$ cat src/i2cm_pkg.sv
package i2cm_pkg;

  // Reset values of the two configuration registers.
  localparam logic [15:0] UNIT_TICKS_RST  = 16'd100;
  localparam logic [7:0]  ACK_TIMEOUT_RST = 8'd250;

  // Default width of the delay-unit tick counter.
  localparam int unsigned UNIT_COUNT_WIDTH_DEF = 16;

  // Configuration register indexes.
  localparam logic REG_UNIT_TICKS  = 1'b0;
  localparam logic REG_ACK_TIMEOUT = 1'b1;

  // Command codes as they arrive on the bus.
  typedef enum logic [2:0] {
    CMD_NONE     = 3'd0,
    CMD_START    = 3'd1,
    CMD_STOP     = 3'd2,
    CMD_WRITE    = 3'd3,
    CMD_WAIT_ACK = 3'd4,
    CMD_READ     = 3'd5
  } cmd_e;

  // One tick word after classification, as it sits in the queue.
  typedef struct packed {
    cmd_e       cmd;
    logic [7:0] write_data;
    logic       send_ack;
    logic       sda_level;
  } item_t;

  // Bus phases of the engine.
  typedef enum logic [14:0] {
    PH_IDLE    = 15'h0001,
    PH_S_HIGH  = 15'h0002,
    PH_S_LOW   = 15'h0004,
    PH_P_LOW   = 15'h0008,
    PH_P_HIGH  = 15'h0010,
    PH_K_REL   = 15'h0020,
    PH_K_HIGH  = 15'h0040,
    PH_K_POLL  = 15'h0080,
    PH_W_SETUP = 15'h0100,
    PH_W_HIGH  = 15'h0200,
    PH_W_LOW   = 15'h0400,
    PH_R_LOW   = 15'h0800,
    PH_R_HIGH  = 15'h1000,
    PH_A_LOW   = 15'h2000,
    PH_A_HIGH  = 15'h4000
  } phase_e;

  // Queue status handed from the front to the back.
  typedef struct packed {
    logic  valid;
    item_t item;
  } queue_head_t;

endpackage

$ cat src/i2c_master_bit_engine.sv
// Channel   | Direction | Payload (lowest bit first)
// s_axis    | in        | tuser: command[2:0]; tdata: write_data[7:0], send_ack[8],
//           |           |        sda_level[9], zeros[15:10]
// m_axis    | out       | tdata: scl_level[0], sda_drive[1], sda_output_enable[2],
//           |           |        busy_res[3], done_res[4], read_data[12:5],
//           |           |        ack_error[13], zeros[15:14]
// cfg       | in        | cfg_we_i, cfg_idx_i (0 unit_ticks, 1 ack_timeout), cfg_data_i
//
// One word in gives one word out. It takes one word per cycle while the queue has room;
// each word passes through the two-entry input queue and then the output register.
// The engine advances one bus tick per word, so its single state update sets the rate.
// Reset (rst_ni low, asynchronous) releases the bus (SCL, SDA high, SDA driven),
// empties the queue and restores unit_ticks 100 and ack_timeout 250.
// A stalled output holds its word while the queue keeps taking up to two words.
module i2c_master_bit_engine
  import i2cm_pkg::*;
#(
  parameter int unsigned UNIT_COUNT_WIDTH = UNIT_COUNT_WIDTH_DEF
) (
  input  logic        clk_i,
  input  logic        rst_ni,
  // Tick words in.
  input  logic        s_axis_tvalid,
  output logic        s_axis_tready,
  input  logic [15:0] s_axis_tdata,  // write_data, send_ack, sda_level
  input  logic [2:0]  s_axis_tuser,  // command
  // Bus levels and status out.
  output logic        m_axis_tvalid,
  input  logic        m_axis_tready,
  output logic [15:0] m_axis_tdata,  // scl, sda, oe, busy, done, read_data, ack_error
  // Configuration writes.
  input  logic        cfg_we_i,
  input  logic        cfg_idx_i,
  input  logic [15:0] cfg_data_i
);

  logic [15:0] unit_ticks_q;
  logic [7:0]  ack_timeout_q;
  queue_head_t head;
  logic        pop;

  // Configuration registers; the user must write them only while the engine is idle (not enforced here).
  always_ff @(posedge clk_i or negedge rst_ni) begin
    if (!rst_ni) begin
      unit_ticks_q  <= UNIT_TICKS_RST;
      ack_timeout_q <= ACK_TIMEOUT_RST;
    end else if (cfg_we_i) begin
      unique case (cfg_idx_i)
        REG_UNIT_TICKS:  unit_ticks_q  <= cfg_data_i;
        REG_ACK_TIMEOUT: ack_timeout_q <= cfg_data_i[7:0];
        default: ;
      endcase
    end
  end

  // Front: classifies the command and queues the word.
  i2cm_front u_front (
    .clk_i         (clk_i),
    .rst_ni        (rst_ni),
    .s_axis_tvalid (s_axis_tvalid),
    .s_axis_tready (s_axis_tready),
    .s_axis_tdata  (s_axis_tdata),
    .s_axis_tuser  (s_axis_tuser),
    .head_o        (head),
    .pop_i         (pop)
  );

  // Back: runs the bus phases one tick per word and registers the result.
  i2cm_core #(
    .UNIT_COUNT_WIDTH (UNIT_COUNT_WIDTH)
  ) u_core (
    .clk_i         (clk_i),
    .rst_ni        (rst_ni),
    .unit_ticks_i  (unit_ticks_q),
    .ack_timeout_i (ack_timeout_q),
    .head_i        (head),
    .pop_o         (pop),
    .m_axis_tvalid (m_axis_tvalid),
    .m_axis_tready (m_axis_tready),
    .m_axis_tdata  (m_axis_tdata)
  );

endmodule

$ cat src/i2cm_front.sv
module i2cm_front
  import i2cm_pkg::*;
(
  input  logic        clk_i,
  input  logic        rst_ni,
  input  logic        s_axis_tvalid,
  output logic        s_axis_tready,
  input  logic [15:0] s_axis_tdata,
  input  logic [2:0]  s_axis_tuser,
  output queue_head_t head_o,
  input  logic        pop_i
);

  item_t       mem_q [2];
  logic        wr_ptr_q, wr_ptr_d;
  logic        rd_ptr_q, rd_ptr_d;
  logic [1:0]  count_q, count_d;
  logic        push;
  item_t       item_in;
  cmd_e        cmd_cls;

  // Codes without meaning are folded into "no command".
  always_comb begin
    unique case (s_axis_tuser)
      CMD_START:    cmd_cls = CMD_START;
      CMD_STOP:     cmd_cls = CMD_STOP;
      CMD_WRITE:    cmd_cls = CMD_WRITE;
      CMD_WAIT_ACK: cmd_cls = CMD_WAIT_ACK;
      CMD_READ:     cmd_cls = CMD_READ;
      default:      cmd_cls = CMD_NONE;
    endcase
  end

  assign item_in.cmd        = cmd_cls;
  assign item_in.write_data = s_axis_tdata[7:0];
  assign item_in.send_ack   = s_axis_tdata[8];
  assign item_in.sda_level  = s_axis_tdata[9];

  assign s_axis_tready = (count_q != 2'd2);
  assign push          = s_axis_tvalid & s_axis_tready;

  assign head_o.valid = (count_q != 2'd0);
  assign head_o.item  = mem_q[rd_ptr_q];

  always_comb begin
    wr_ptr_d = wr_ptr_q;
    rd_ptr_d = rd_ptr_q;
    count_d  = count_q;
    if (push) begin
      wr_ptr_d = ~wr_ptr_q;
    end
    if (pop_i) begin
      rd_ptr_d = ~rd_ptr_q;
    end
    if (push && !pop_i) begin
      count_d = count_q + 2'd1;
    end else if (!push && pop_i) begin
      count_d = count_q - 2'd1;
    end
  end

  always_ff @(posedge clk_i or negedge rst_ni) begin
    if (!rst_ni) begin
      wr_ptr_q <= 1'b0;
      rd_ptr_q <= 1'b0;
      count_q  <= 2'd0;
    end else begin
      wr_ptr_q <= wr_ptr_d;
      rd_ptr_q <= rd_ptr_d;
      count_q  <= count_d;
    end
  end

  always_ff @(posedge clk_i) begin
    if (push) begin
      mem_q[wr_ptr_q] <= item_in;
    end
  end

  a_no_overfill: assert property (@(posedge clk_i) disable iff (!rst_ni)
    count_q != 2'd3)
    else $error("queue count out of range");

  a_no_pop_empty: assert property (@(posedge clk_i) disable iff (!rst_ni)
    pop_i |-> count_q != 2'd0)
    else $error("pop from empty queue");

endmodule

$ cat src/i2cm_core.sv
module i2cm_core
  import i2cm_pkg::*;
#(
  parameter int unsigned UNIT_COUNT_WIDTH = UNIT_COUNT_WIDTH_DEF
) (
  input  logic        clk_i,
  input  logic        rst_ni,
  input  logic [15:0] unit_ticks_i,
  input  logic [7:0]  ack_timeout_i,
  input  queue_head_t head_i,
  output logic        pop_o,
  output logic        m_axis_tvalid,
  input  logic        m_axis_tready,
  output logic [15:0] m_axis_tdata
);

  localparam int unsigned UCW = UNIT_COUNT_WIDTH;

  phase_e           phase_q, phase_d;
  logic [UCW-1:0]   cnt_q, cnt_d;
  logic [2:0]       ul_q, ul_d;
  logic [2:0]       bit_q, bit_d;
  logic [7:0]       shift_q, shift_d;
  logic [7:0]       tmo_q, tmo_d;
  logic             ackc_q, ackc_d;
  logic             err_q, err_d;
  logic             scl_q, scl_d;
  logic             sda_q, sda_d;
  logic             oe_q, oe_d;
  logic [7:0]       rbyte_q, rbyte_d;
  logic             done;

  logic [UCW-1:0]   tpu_raw, tpu, cnt_inc;
  logic             unit_end;
  logic [2:0]       ul_dec;
  logic             out_valid_q;
  logic [15:0]      out_q;
  item_t            it;

  assign it      = head_i.item;
  assign pop_o   = head_i.valid & (~out_valid_q | m_axis_tready);

  assign tpu_raw  = UCW'(unit_ticks_i);
  assign tpu      = (tpu_raw == '0) ? UCW'(1) : tpu_raw;
  assign cnt_inc  = cnt_q + UCW'(1);
  assign unit_end = (cnt_inc >= tpu);
  assign ul_dec   = (ul_q != 3'd0) ? ul_q - 3'd1 : 3'd0;

  always_comb begin
    phase_d = phase_q;
    cnt_d   = cnt_q;
    ul_d    = ul_q;
    bit_d   = bit_q;
    shift_d = shift_q;
    tmo_d   = tmo_q;
    ackc_d  = ackc_q;
    err_d   = err_q;
    scl_d   = scl_q;
    sda_d   = sda_q;
    oe_d    = oe_q;
    rbyte_d = rbyte_q;
    done    = 1'b0;
    if (pop_o) begin
      unique case (phase_q)
        PH_IDLE: begin
          unique case (it.cmd)
            CMD_START: begin
              oe_d = 1'b1; sda_d = 1'b1; scl_d = 1'b1;
              phase_d = PH_S_HIGH; ul_d = 3'd4; cnt_d = '0;
            end
            CMD_STOP: begin
              oe_d = 1'b1; scl_d = 1'b0; sda_d = 1'b0;
              phase_d = PH_P_LOW; ul_d = 3'd4; cnt_d = '0;
            end
            CMD_WRITE: begin
              oe_d = 1'b1; scl_d = 1'b0;
              shift_d = it.write_data;
              bit_d = 3'd0;
              sda_d = it.write_data[7];
              phase_d = PH_W_SETUP; ul_d = 3'd2; cnt_d = '0;
            end
            CMD_WAIT_ACK: begin
              err_d = 1'b0;
              oe_d = 1'b0; sda_d = 1'b1;
              phase_d = PH_K_REL; ul_d = 3'd1; cnt_d = '0;
            end
            CMD_READ: begin
              ackc_d = it.send_ack;
              oe_d = 1'b0; scl_d = 1'b0;
              shift_d = 8'd0;
              bit_d = 3'd0;
              phase_d = PH_R_LOW; ul_d = 3'd2; cnt_d = '0;
            end
            default: ;
          endcase
        end
        PH_K_POLL: begin
          if (!it.sda_level) begin
            scl_d = 1'b0;
            err_d = 1'b0;
            done  = 1'b1;
          end else if (tmo_q == ack_timeout_i) begin
            // Slave never answered: error, then a stop condition.
            err_d = 1'b1;
            oe_d = 1'b1; scl_d = 1'b0; sda_d = 1'b0;
            phase_d = PH_P_LOW; ul_d = 3'd4; cnt_d = '0;
          end else begin
            tmo_d = tmo_q + 8'd1;
          end
        end
        default: begin
          cnt_d = unit_end ? '0 : cnt_inc;
          if (unit_end) begin
            ul_d = ul_dec;
            if (ul_dec == 3'd0) begin
              unique case (phase_q)
                PH_S_HIGH: begin
                  sda_d = 1'b0; phase_d = PH_S_LOW; ul_d = 3'd4;
                end
                PH_S_LOW: begin
                  scl_d = 1'b0; done = 1'b1;
                end
                PH_P_LOW: begin
                  scl_d = 1'b1; sda_d = 1'b1; phase_d = PH_P_HIGH; ul_d = 3'd4;
                end
                PH_P_HIGH: done = 1'b1;
                PH_K_REL: begin
                  scl_d = 1'b1; phase_d = PH_K_HIGH; ul_d = 3'd1;
                end
                PH_K_HIGH: begin
                  tmo_d = 8'd0; phase_d = PH_K_POLL;
                end
                PH_W_SETUP: begin
                  scl_d = 1'b1; phase_d = PH_W_HIGH; ul_d = 3'd2;
                end
                PH_W_HIGH: begin
                  scl_d = 1'b0; phase_d = PH_W_LOW; ul_d = 3'd2;
                end
                PH_W_LOW: begin
                  if (bit_q == 3'd7) begin
                    done = 1'b1;
                  end else begin
                    bit_d   = bit_q + 3'd1;
                    shift_d = {shift_q[6:0], 1'b0};
                    sda_d   = shift_q[6];
                    phase_d = PH_W_SETUP; ul_d = 3'd2;
                  end
                end
                PH_R_LOW: begin
                  scl_d   = 1'b1;
                  shift_d = {shift_q[6:0], it.sda_level};
                  phase_d = PH_R_HIGH; ul_d = 3'd1;
                end
                PH_R_HIGH: begin
                  scl_d = 1'b0;
                  if (bit_q == 3'd7) begin
                    oe_d = 1'b1;
                    sda_d = ~ackc_q;
                    phase_d = PH_A_LOW; ul_d = 3'd2;
                  end else begin
                    bit_d = bit_q + 3'd1;
                    phase_d = PH_R_LOW; ul_d = 3'd2;
                  end
                end
                PH_A_LOW: begin
                  scl_d = 1'b1; phase_d = PH_A_HIGH; ul_d = 3'd2;
                end
                PH_A_HIGH: begin
                  scl_d = 1'b0; rbyte_d = shift_q; done = 1'b1;
                end
                default: done = 1'b1;
              endcase
            end
          end
        end
      endcase
      if (done) begin
        phase_d = PH_IDLE;
        ul_d    = 3'd0;
        cnt_d   = '0;
      end
    end
  end

  always_ff @(posedge clk_i or negedge rst_ni) begin
    if (!rst_ni) begin
      phase_q     <= PH_IDLE;
      cnt_q       <= '0;
      ul_q        <= 3'd0;
      bit_q       <= 3'd0;
      shift_q     <= 8'd0;
      tmo_q       <= 8'd0;
      ackc_q      <= 1'b0;
      err_q       <= 1'b0;
      scl_q       <= 1'b1;
      sda_q       <= 1'b1;
      oe_q        <= 1'b1;
      rbyte_q     <= 8'd0;
      out_valid_q <= 1'b0;
    end else begin
      phase_q <= phase_d;
      cnt_q   <= cnt_d;
      ul_q    <= ul_d;
      bit_q   <= bit_d;
      shift_q <= shift_d;
      tmo_q   <= tmo_d;
      ackc_q  <= ackc_d;
      err_q   <= err_d;
      scl_q   <= scl_d;
      sda_q   <= sda_d;
      oe_q    <= oe_d;
      rbyte_q <= rbyte_d;
      if (pop_o) begin
        out_valid_q <= 1'b1;
      end else if (m_axis_tready) begin
        out_valid_q <= 1'b0;
      end
    end
  end

  always_ff @(posedge clk_i) begin
    if (pop_o) begin
      out_q <= {2'b00, err_d, rbyte_d, done, (phase_d != PH_IDLE),
                oe_d, sda_d, scl_d};
    end
  end

  assign m_axis_tvalid = out_valid_q;
  assign m_axis_tdata  = out_q;

  a_done_not_busy: assert property (@(posedge clk_i) disable iff (!rst_ni)
    out_valid_q && out_q[4] |-> !out_q[3])
    else $error("done reported while busy");

  a_timeout_stop: assert property (@(posedge clk_i) disable iff (!rst_ni)
    pop_o && phase_q == PH_K_POLL && it.sda_level && tmo_q == ack_timeout_i
    |=> phase_q == PH_P_LOW && err_q)
    else $error("ack timeout did not start a stop");

endmodule
$ cat config.mk
export PLATFORM = sky130hd
export DESIGN_NAME = i2c_master_bit_engine
export DESIGN_NICKNAME = d
export VERILOG_FILES = /design/src/i2cm_pkg.sv /design/src/i2c_master_bit_engine.sv /design/src/i2cm_front.sv /design/src/i2cm_core.sv
export SDC_FILE = /design/constraint.sdc
export NUM_CORES = 1
export LEC_CHECK = 0
export BUFFER_PORTS_ARGS = -buffer_cell sky130_fd_sc_hd__buf_2
export CORE_UTILIZATION = 30
export CTS_CLUSTER_SIZE = 10
export DETAILED_ROUTE_END_ITERATION = 16
export HOLD_SLACK_MARGIN = 0.12
export PLACE_DENSITY = 0.52
export SKIP_CTS_REPAIR_TIMING = 1
export SYNTH_ARGS = -nofsm -noshare
export SYNTH_HDL_FRONTEND = slang
export SYNTH_SLANG_ARGS = --single-unit
$ cat constraint.sdc
create_clock -name clk_i -period 4.4 [get_ports clk_i]
set_clock_uncertainty 0.1 [all_clocks]
set_input_delay 0.22 -clock clk_i [delete_from_list [all_inputs] [get_ports clk_i]]
set_output_delay 0.22 -clock clk_i [all_outputs]
set_load 0.005 [all_outputs]
### After elaboration in Yosys (flattened, before gate mapping)

Memories as Yosys holds them, arrays and structs flattened.
Cells that the tools add are included.

* $lt $le $gt $ge: 1
* reduce and logical (&&, ||, !) cells: 41
* bitwise gates (word level): 10
* add/subtract/negate cells: 6
* div/mod/pow operators: 0
* multiply operators: 0
* equality and inequality tests: 38
* muxes and demuxes: 97
* shift operators: 0

Operator list (number)
* $pmux 15 s10: 1
* $mux 15: 7
* $mux 8: 13
* $mux 16: 6
* $pmux 15 s5: 1
* $pmux 8 s2: 4
* $mux 3: 12
* $mux 1: 32
* $pmux 16 s2: 1
* $pmux 15 s2: 1
* $reduce_and 7->1: 3
* $pmux 1 s2: 9
* $reduce_bool 2->1: 9
* $add 16x1->16 const B: 1
* $ge 16x16->1: 1
* $logic_not 16->1: 1
* $reduce_or 2->1: 8
* $eq 15x1->1 const B: 1
* $eq 15x10->1 const B: 1
* $eq 15x11->1 const B: 1
* $eq 15x12->1 const B: 1
* $eq 15x13->1 const B: 1
* $eq 15x14->1 const B: 1
* $eq 15x15->1 const B: 1
* other kinds (47): 76

* word-level logic and storage cells: 213
* bits of input ports: 41
* ROM bits: 0
* latch bits: 0
* memories kept: 1
* output and inout port bits: 18
* bits in registers: 109
* bits in writable memories: 26

Memory list
* u_front.mem_q: depth 2, bits a word 13, rd ports 1, clocked after Yosys merged registers in 0, wr ports 1, line i2cm_front.sv:14 `item_t mem_q [2];`

### Logic depth before layout (Yosys ltp)

* depth in word-level cells: 10
* gate-level depth with buffers: 20
* gate-level depth less buffers: 19

### Modules after synthesis

From an unflattened synthesis, not the netlist that was laid out.

* cells, all modules: 710
* area total of the unflattened synthesis: 7293.2 sq um

Modules (own cells, without submodules)
* i2cm_core: area an instance 5148.7 sq um, cells an instance 593, times used 1, sequential area each 2102.0 sq um
* i2cm_front: area an instance 1188.6 sq um, cells an instance 65, times used 1, sequential area each 880.8 sq um
* i2c_master_bit_engine: area an instance 955.9 sq um, cells an instance 52, times used 1, sequential area each 611.8 sq um

### Worst setup path before layout

No wires, ideal clock.

* kind: register -> register
* start: register u_core.cnt_q[2]
* end: register u_core.out_q[10] (netlist: u_core.m_axis_tdata[10]), data pin
* path buffers: 1
* path slack: 0.268 ns
* period minus slack after synthesis: 4.132 ns
* cell stages (with the launch flop): 20
* arrival time: 3.769 ns
* data required time: 4.037 ns
* setup time: 0.263 ns
* path through: dfrtp_1 nand3_1 nor2_1 and3_1 and3_1 nand2_1 nor2_1 nand3_1 xor2_1 inv_1 ha_1 nand4_1 nor4_1 o31ai_1 nand3_2 and2_2 buf_6 nand2_1 nor2_1 mux2_2

* longest elaborated chain between the ends: 5

RTL lines
* start, declared: line i2cm_core.sv:20 `logic [UCW-1:0] cnt_q, cnt_d;`
* start signal, assigned: line i2cm_core.sv:202 `cnt_q <= cnt_d;`
* $add 16x1->16: line i2cm_core.sv:45 `assign cnt_inc = cnt_q + UCW'(1);`
* $ge 16x16->1: line i2cm_core.sv:46 `assign unit_end = (cnt_inc >= tpu);`
* $mux 8: line i2cm_core.sv:113 `if (unit_end) begin`
* $mux 8: line i2cm_core.sv:64 `unique case (phase_q)`
* $mux 8: line i2cm_core.sv:63 `if (pop_o) begin`
* net u_core.rbyte_d[5]: line i2cm_core.sv:30 `logic [7:0] rbyte_q, rbyte_d;`
* end signal, assigned: line i2cm_core.sv:223 `out_q <= {2'b00, err_d, rbyte_d, done, (phase_d != PH_IDLE),`
* end, declared: line i2cm_core.sv:37 `logic [15:0] out_q;`

The timed path passes the listed nets, and every way through them passes these cells.
A chain may end at the register's enable or synchronous reset.

### Worst setup path after layout

* start: register u_core.cnt_q[0]
* end: register u_core.out_q[3] (netlist: u_core.m_axis_tdata[3]), data pin

* longest elaborated chain between the ends: 8
* elaborated cells on any way between the ends: 10
* classes of those cells: 1 x add/sub; 1 x order compare; 1 x eq/ne; 7 x mux

RTL lines
* $add 16x1->16 *: line i2cm_core.sv:45
* $ge 16x16->1 *: line i2cm_core.sv:46
* $mux 1: line i2cm_core.sv:113
* $pmux 1 s2: line i2cm_core.sv:64
* $mux 1: line i2cm_core.sv:63
* $mux 15 *: line i2cm_core.sv:177 `if (done) begin`
* $mux 15 *: line i2cm_core.sv:63
* $ne 15x1->1 *: line i2cm_core.sv:223

Every way passes the cells marked *; elsewhere a longest branch is shown, timed or not. The select of a mux whose other input is x is not followed.

==> tab_implementation.tex <==
\begin{tabular}{lr}
\hline
Metric & Value \\
\hline
\multicolumn{2}{l}{\textbf{Outcome}} \\
Run status & completed \\
\multicolumn{2}{l}{\textbf{Hold path}} \\
Worst hold path stage count & 4 \\
Worst min-delay path endpoint & unit\_ticks\_q[6] \\
Classification of the worst-slack hold path & in -> reg \\
Critical hold path startpoint & cfg\_idx\_i \\
\multicolumn{2}{l}{\textbf{Synth}} \\
Flip-flop cell with the highest count after synthesis & sky130\_fd\_sc\_hd\_\_dfrtp\_1 \\
Syn Inst Count & approximately 740 \\
Yosys warnings & 0 \\
Flops \& latches, synth & 135 \\
Number of flops mapped to enable cells by yosys & 40 \\
Area of the mapped netlist & 0.00726 sq mm \\
Number of unique standard cell types used by synthesis & 75 \\
FFs w/ async S/R, synth & 70.4\% \\
Part of the Yosys area used for sequential elements & between 40\% and 50\% \\
Synthesized area divided by synthesized cell count & 9.88 sq um \\
\multicolumn{2}{l}{\textbf{Clock tree}} \\
TritonCTS clock tree & done \\
Clock root buffer & sky130\_fd\_sc\_hd\_\_clkbuf\_16 \\
Number of H-tree levels & 4 \\
Maximum number of buffers from clock root to sink & 2 \\
Total clock sinks & 135 \\
Clock transition at the register clock pins on the worst setup and hold paths after CTS & roughly 0.05 ns \\
Number of CTS-inserted buffers & 17 \\
Worst-skew pair later-pin latency & 0.41 ns \\
\multicolumn{2}{l}{\textbf{Power}} \\
Sum of internal, switching and leakage power & about 5.2 mW \\
Maximum vdd ir drop & $\sim$440 uV \\
Power density over cell area & 583 mW/mm\^{}2 \\
Standby leakage power & 3.84 nW \\
\multicolumn{2}{l}{\textbf{Global route}} \\
Number of antenna violations at the first check in global routing & 0 \\
Vias in the first global route & 5428 \\
Gr usage total & 15.3\% \\
Maximum number of pins on one net before global-route repair & 56 \\
Leftover overflow at the end of global routing & 0 \\
Wire length of the first global-routing pass & 29.0 mm \\
\multicolumn{2}{l}{\textbf{Place}} \\
Weighted congestion reported at the end of routability-driven placement & 0.880 \\
Detailed placer's ending HPWL & between 10 and 15 mm \\
Area after DPL & between 0.007 and 0.008 sq mm \\
I/O Buffers & 50 \\
\multicolumn{2}{l}{\textbf{STA}} \\
Shortest period the worst path allows & slightly above 4 ns \\
Worst Hold Slack & about 0.19 ns \\
Fin. max-slew vios & 0 \\
Setup TNS & 0 ns \\
Final clock period utilization by the worst path & 93.5\% \\
Slew at the pin with the worst max-slew slack & between 1 and 1.5 ns \\
Timing-limited maximum frequency & 243 MHz \\
Worst slew margin relative to its limit & 30.1\% \\
Hold Vio Cnt, Final & 0 \\
Setup Viol. Count Final & 0 \\
\multicolumn{2}{l}{\textbf{Route}} \\
DR vias & approximately 5700 \\
First drt pass iteration count & 5 \\
Drt first-iter violations & 419 \\
Final routed wirelength across all metal layers & 18.2 mm \\
Remaining antenna violation count after routing & 0 \\
Post-detailed-route DRC marker count & 0 \\
Vias per cell & around 5 \\
WL/cell & about 16 um \\
\multicolumn{2}{l}{\textbf{Worst setup path}} \\
Sort of element at the start of the critical path & flop \\
Maximum fanout along the worst path & 7 \\
Worst reg2reg path startpoint & u\_core.cnt\_q[0] \\
Capturing point of the worst reg2reg path & u\_core.m\_axis\_tdata[3] \\
Number of cells traversed by the worst register-to-register path & 18 \\
Register-to-register setup slack & $\sim$0.29 ns \\
Crit. End Element & flop \\
Crit Path Category & reg -> reg \\
Arr. time, crit path & 4.15 ns \\
CP Data Required Time & around 4.4 ns \\
\multicolumn{2}{l}{\textbf{Floorplanning}} \\
Vertical die dimension & around 160 um \\
Starting density of the core & 30.8\% \\
Total die area & roughly 0.025 sq mm \\
Row count & between 50 and 60 \\
Width of the die & approximately 160 um \\
Area of the core & 0.0236 sq mm \\
Top-level I/O count & 59 \\
\multicolumn{2}{l}{\textbf{Cells and area}} \\
Leading cell types in the layout, fill and taps excluded & sky130\_fd\_sc\_hd\_\_nand2\_1, sky130\_fd\_sc\_hd\_\_dfrtp\_1, sky130\_fd\_sc\_hd\_\_nor2\_1 \\
Fin nets & between 800 and 900 \\
Most common library cell in the layout ignoring fill and taps & sky130\_fd\_sc\_hd\_\_nand2\_1 \\
Ratio of cells with drive above 1 in the final layout & 20.5\% \\
Utilization after layout & between 30 and 40\% \\
Layout-stage area growth over the synthesis result & 23.0\% \\
Number of fill cells & 2360 \\
Post-route design area & 0.00893 sq mm \\
Diode insertion count for antenna repair & 0 \\
\multicolumn{2}{l}{\textbf{Job}} \\
Maxcap violations & 0 \\
\hline
\end{tabular}
## power breakdown
part | internal (mW) | leakage [nW] | switching, mW
combinational | 0.725 | 1.93 | 1.12
clock | 1.00 | 0.303 | 0.517
sequential | 1.61 | 1.60 | 0.245
total | 3.33 | 3.84 | 1.88
## registers in the layout, summed over array words and instances (netlist names), 2 cells and up
name,flops
ack_timeout_q,8
u_front.count_q,2
u_core.m_axis_tdata,14
u_core.phase_q,15
u_front.mem_q,26
u_core.ul_q,3
unit_ticks_q,16
u_core.tmo_q,8
u_core.rbyte_q,8
u_core.shift_q,8
u_core.cnt_q,16
u_core.bit_q,3
## kinds of logic after synthesis
kind of cell / after synthesis / share of synthesized area, %
xor gates and xnor gates: 33 / 3.98
buffers and inverters: 56 / 4.15
AOI/OAI and AO/OA: 159 / 13.1
other: 1 / 0.0516
muxes: 31 / 4.65
DFF: 135 / 49.5
adders and majority gates: 21 / 3.62
and+or+nand+nor: 299 / 21.0
## worst max-delay path, stage by stage (launching register included)
cell and delay, ns:
sky130_fd_sc_hd__dfrtp_2 0.43, sky130_fd_sc_hd__ha_2 0.22, sky130_fd_sc_hd__nand3_1 0.11, sky130_fd_sc_hd__nor2_1 0.07, sky130_fd_sc_hd__and3_1 0.19, sky130_fd_sc_hd__and3_1 0.21
sky130_fd_sc_hd__buf_4 0.15, sky130_fd_sc_hd__xor2_1 0.14, sky130_fd_sc_hd__ha_1 0.30, sky130_fd_sc_hd__nand4_1 0.17, sky130_fd_sc_hd__nor4_2 0.28, sky130_fd_sc_hd__o31ai_1 0.12
sky130_fd_sc_hd__nand3_2 0.21, sky130_fd_sc_hd__and2_4 0.23, sky130_fd_sc_hd__buf_4 0.12, sky130_fd_sc_hd__nand3_1 0.08, sky130_fd_sc_hd__and3_2 0.25, sky130_fd_sc_hd__a2111oi_4 0.32
sky130_fd_sc_hd__nand4_1 0.13
## synthesized netlist by cell type, types with 3 or more instances
| cell | number | area, sq um |
|---|---|---|
| sky130_fd_sc_hd__nand2_1 | 87 | 327 |
| sky130_fd_sc_hd__dfrtp_1 | 82 | 2050 |
| sky130_fd_sc_hd__nor2_1 | 72 | 270 |
| sky130_fd_sc_hd__o21ai_0 | 65 | 325 |
| sky130_fd_sc_hd__a21oi_1 | 40 | 200 |
| sky130_fd_sc_hd__edfxtp_1 | 40 | 1200 |
| sky130_fd_sc_hd__nand3_1 | 28 | 140 |
| sky130_fd_sc_hd__inv_1 | 24 | 90.1 |
| sky130_fd_sc_hd__mux2_2 | 22 | 248 |
| sky130_fd_sc_hd__ha_1 | 21 | 263 |
| sky130_fd_sc_hd__xnor2_1 | 18 | 158 |
| sky130_fd_sc_hd__clkbuf_1 | 16 | 60.1 |
| sky130_fd_sc_hd__nand2b_1 | 16 | 100 |
| sky130_fd_sc_hd__xor2_1 | 15 | 131 |
| sky130_fd_sc_hd__nor3_1 | 14 | 70.1 |
| sky130_fd_sc_hd__dfstp_2 | 13 | 342 |
| sky130_fd_sc_hd__nand4_1 | 13 | 81.3 |
| sky130_fd_sc_hd__and3_1 | 12 | 75.1 |
| sky130_fd_sc_hd__mux2i_1 | 9 | 90.1 |
| sky130_fd_sc_hd__nor4_1 | 9 | 56.3 |
| sky130_fd_sc_hd__o31ai_1 | 9 | 67.6 |
| sky130_fd_sc_hd__a31oi_1 | 8 | 50.1 |
| sky130_fd_sc_hd__a21o_1 | 7 | 52.6 |
| sky130_fd_sc_hd__buf_6 | 6 | 67.6 |
| sky130_fd_sc_hd__nor2b_1 | 6 | 37.5 |
| sky130_fd_sc_hd__or3_1 | 6 | 37.5 |
| sky130_fd_sc_hd__or4_1 | 5 | 37.5 |
| sky130_fd_sc_hd__buf_2 | 3 | 15.0 |
| sky130_fd_sc_hd__clkbuf_8 | 3 | 41.3 |
| sky130_fd_sc_hd__nor4b_1 | 3 | 26.3 |
| sky130_fd_sc_hd__or2_2 | 3 | 18.8 |
| sky130_fd_sc_hd__or4b_2 | 3 | 30.0 |
## worst max-delay path by stage
stage | depth (start not counted) | start | end
final | 18 | u_core.cnt_q[0] | u_core.m_axis_tdata[3]
after global routing | 20 | u_core.cnt_q[3] | u_core.m_axis_tdata[3]
after CTS | 17 | u_core.cnt_q[0] | u_core.m_axis_tdata[3]
after detailed placement | 17 | u_core.cnt_q[0] | u_core.m_axis_tdata[3]
after global placement | 17 | u_core.cnt_q[0] | u_core.m_axis_tdata[3]
after floorplan | 19 | u_core.cnt_q[2] | u_core.m_axis_tdata[10]
## routing by layer
metal  vias up  track usage (%)  routed length [um]
met2       138             23.8                8230
met1      2711             21.2                8900
met4         0             5.22                 281
met5         -                0                   0
li1       2837                -                   -
met3        20             3.01                 777
## layout make-up
type | instances | area [sq um] | area share [%]
Multi-Input combinational cell | 545 | 3430 | 38.4
Sequential cell | 135 | 3600 | 40.2
Timing Repair Buffer | 112 | 801 | 8.96
Tap cell | 319 | 399 | 4.47
Clock inverter | 10 | 178 | 1.99
Inverter | 24 | 90.1 | 1.01
Clock buffer | 22 | 444 | 4.97
## metrics by stage
step | std cells | worst slack (ns)
final | 1167 | 0.285
after global routing | 1167 | -0.0305
after CTS | 1130 | 0.0589
after detailed placement | 1098 | 0.0748
after global placement | 1098 | 0.152
after floorplan | 736 | 0.268
(Power assumes the default switching activity.)
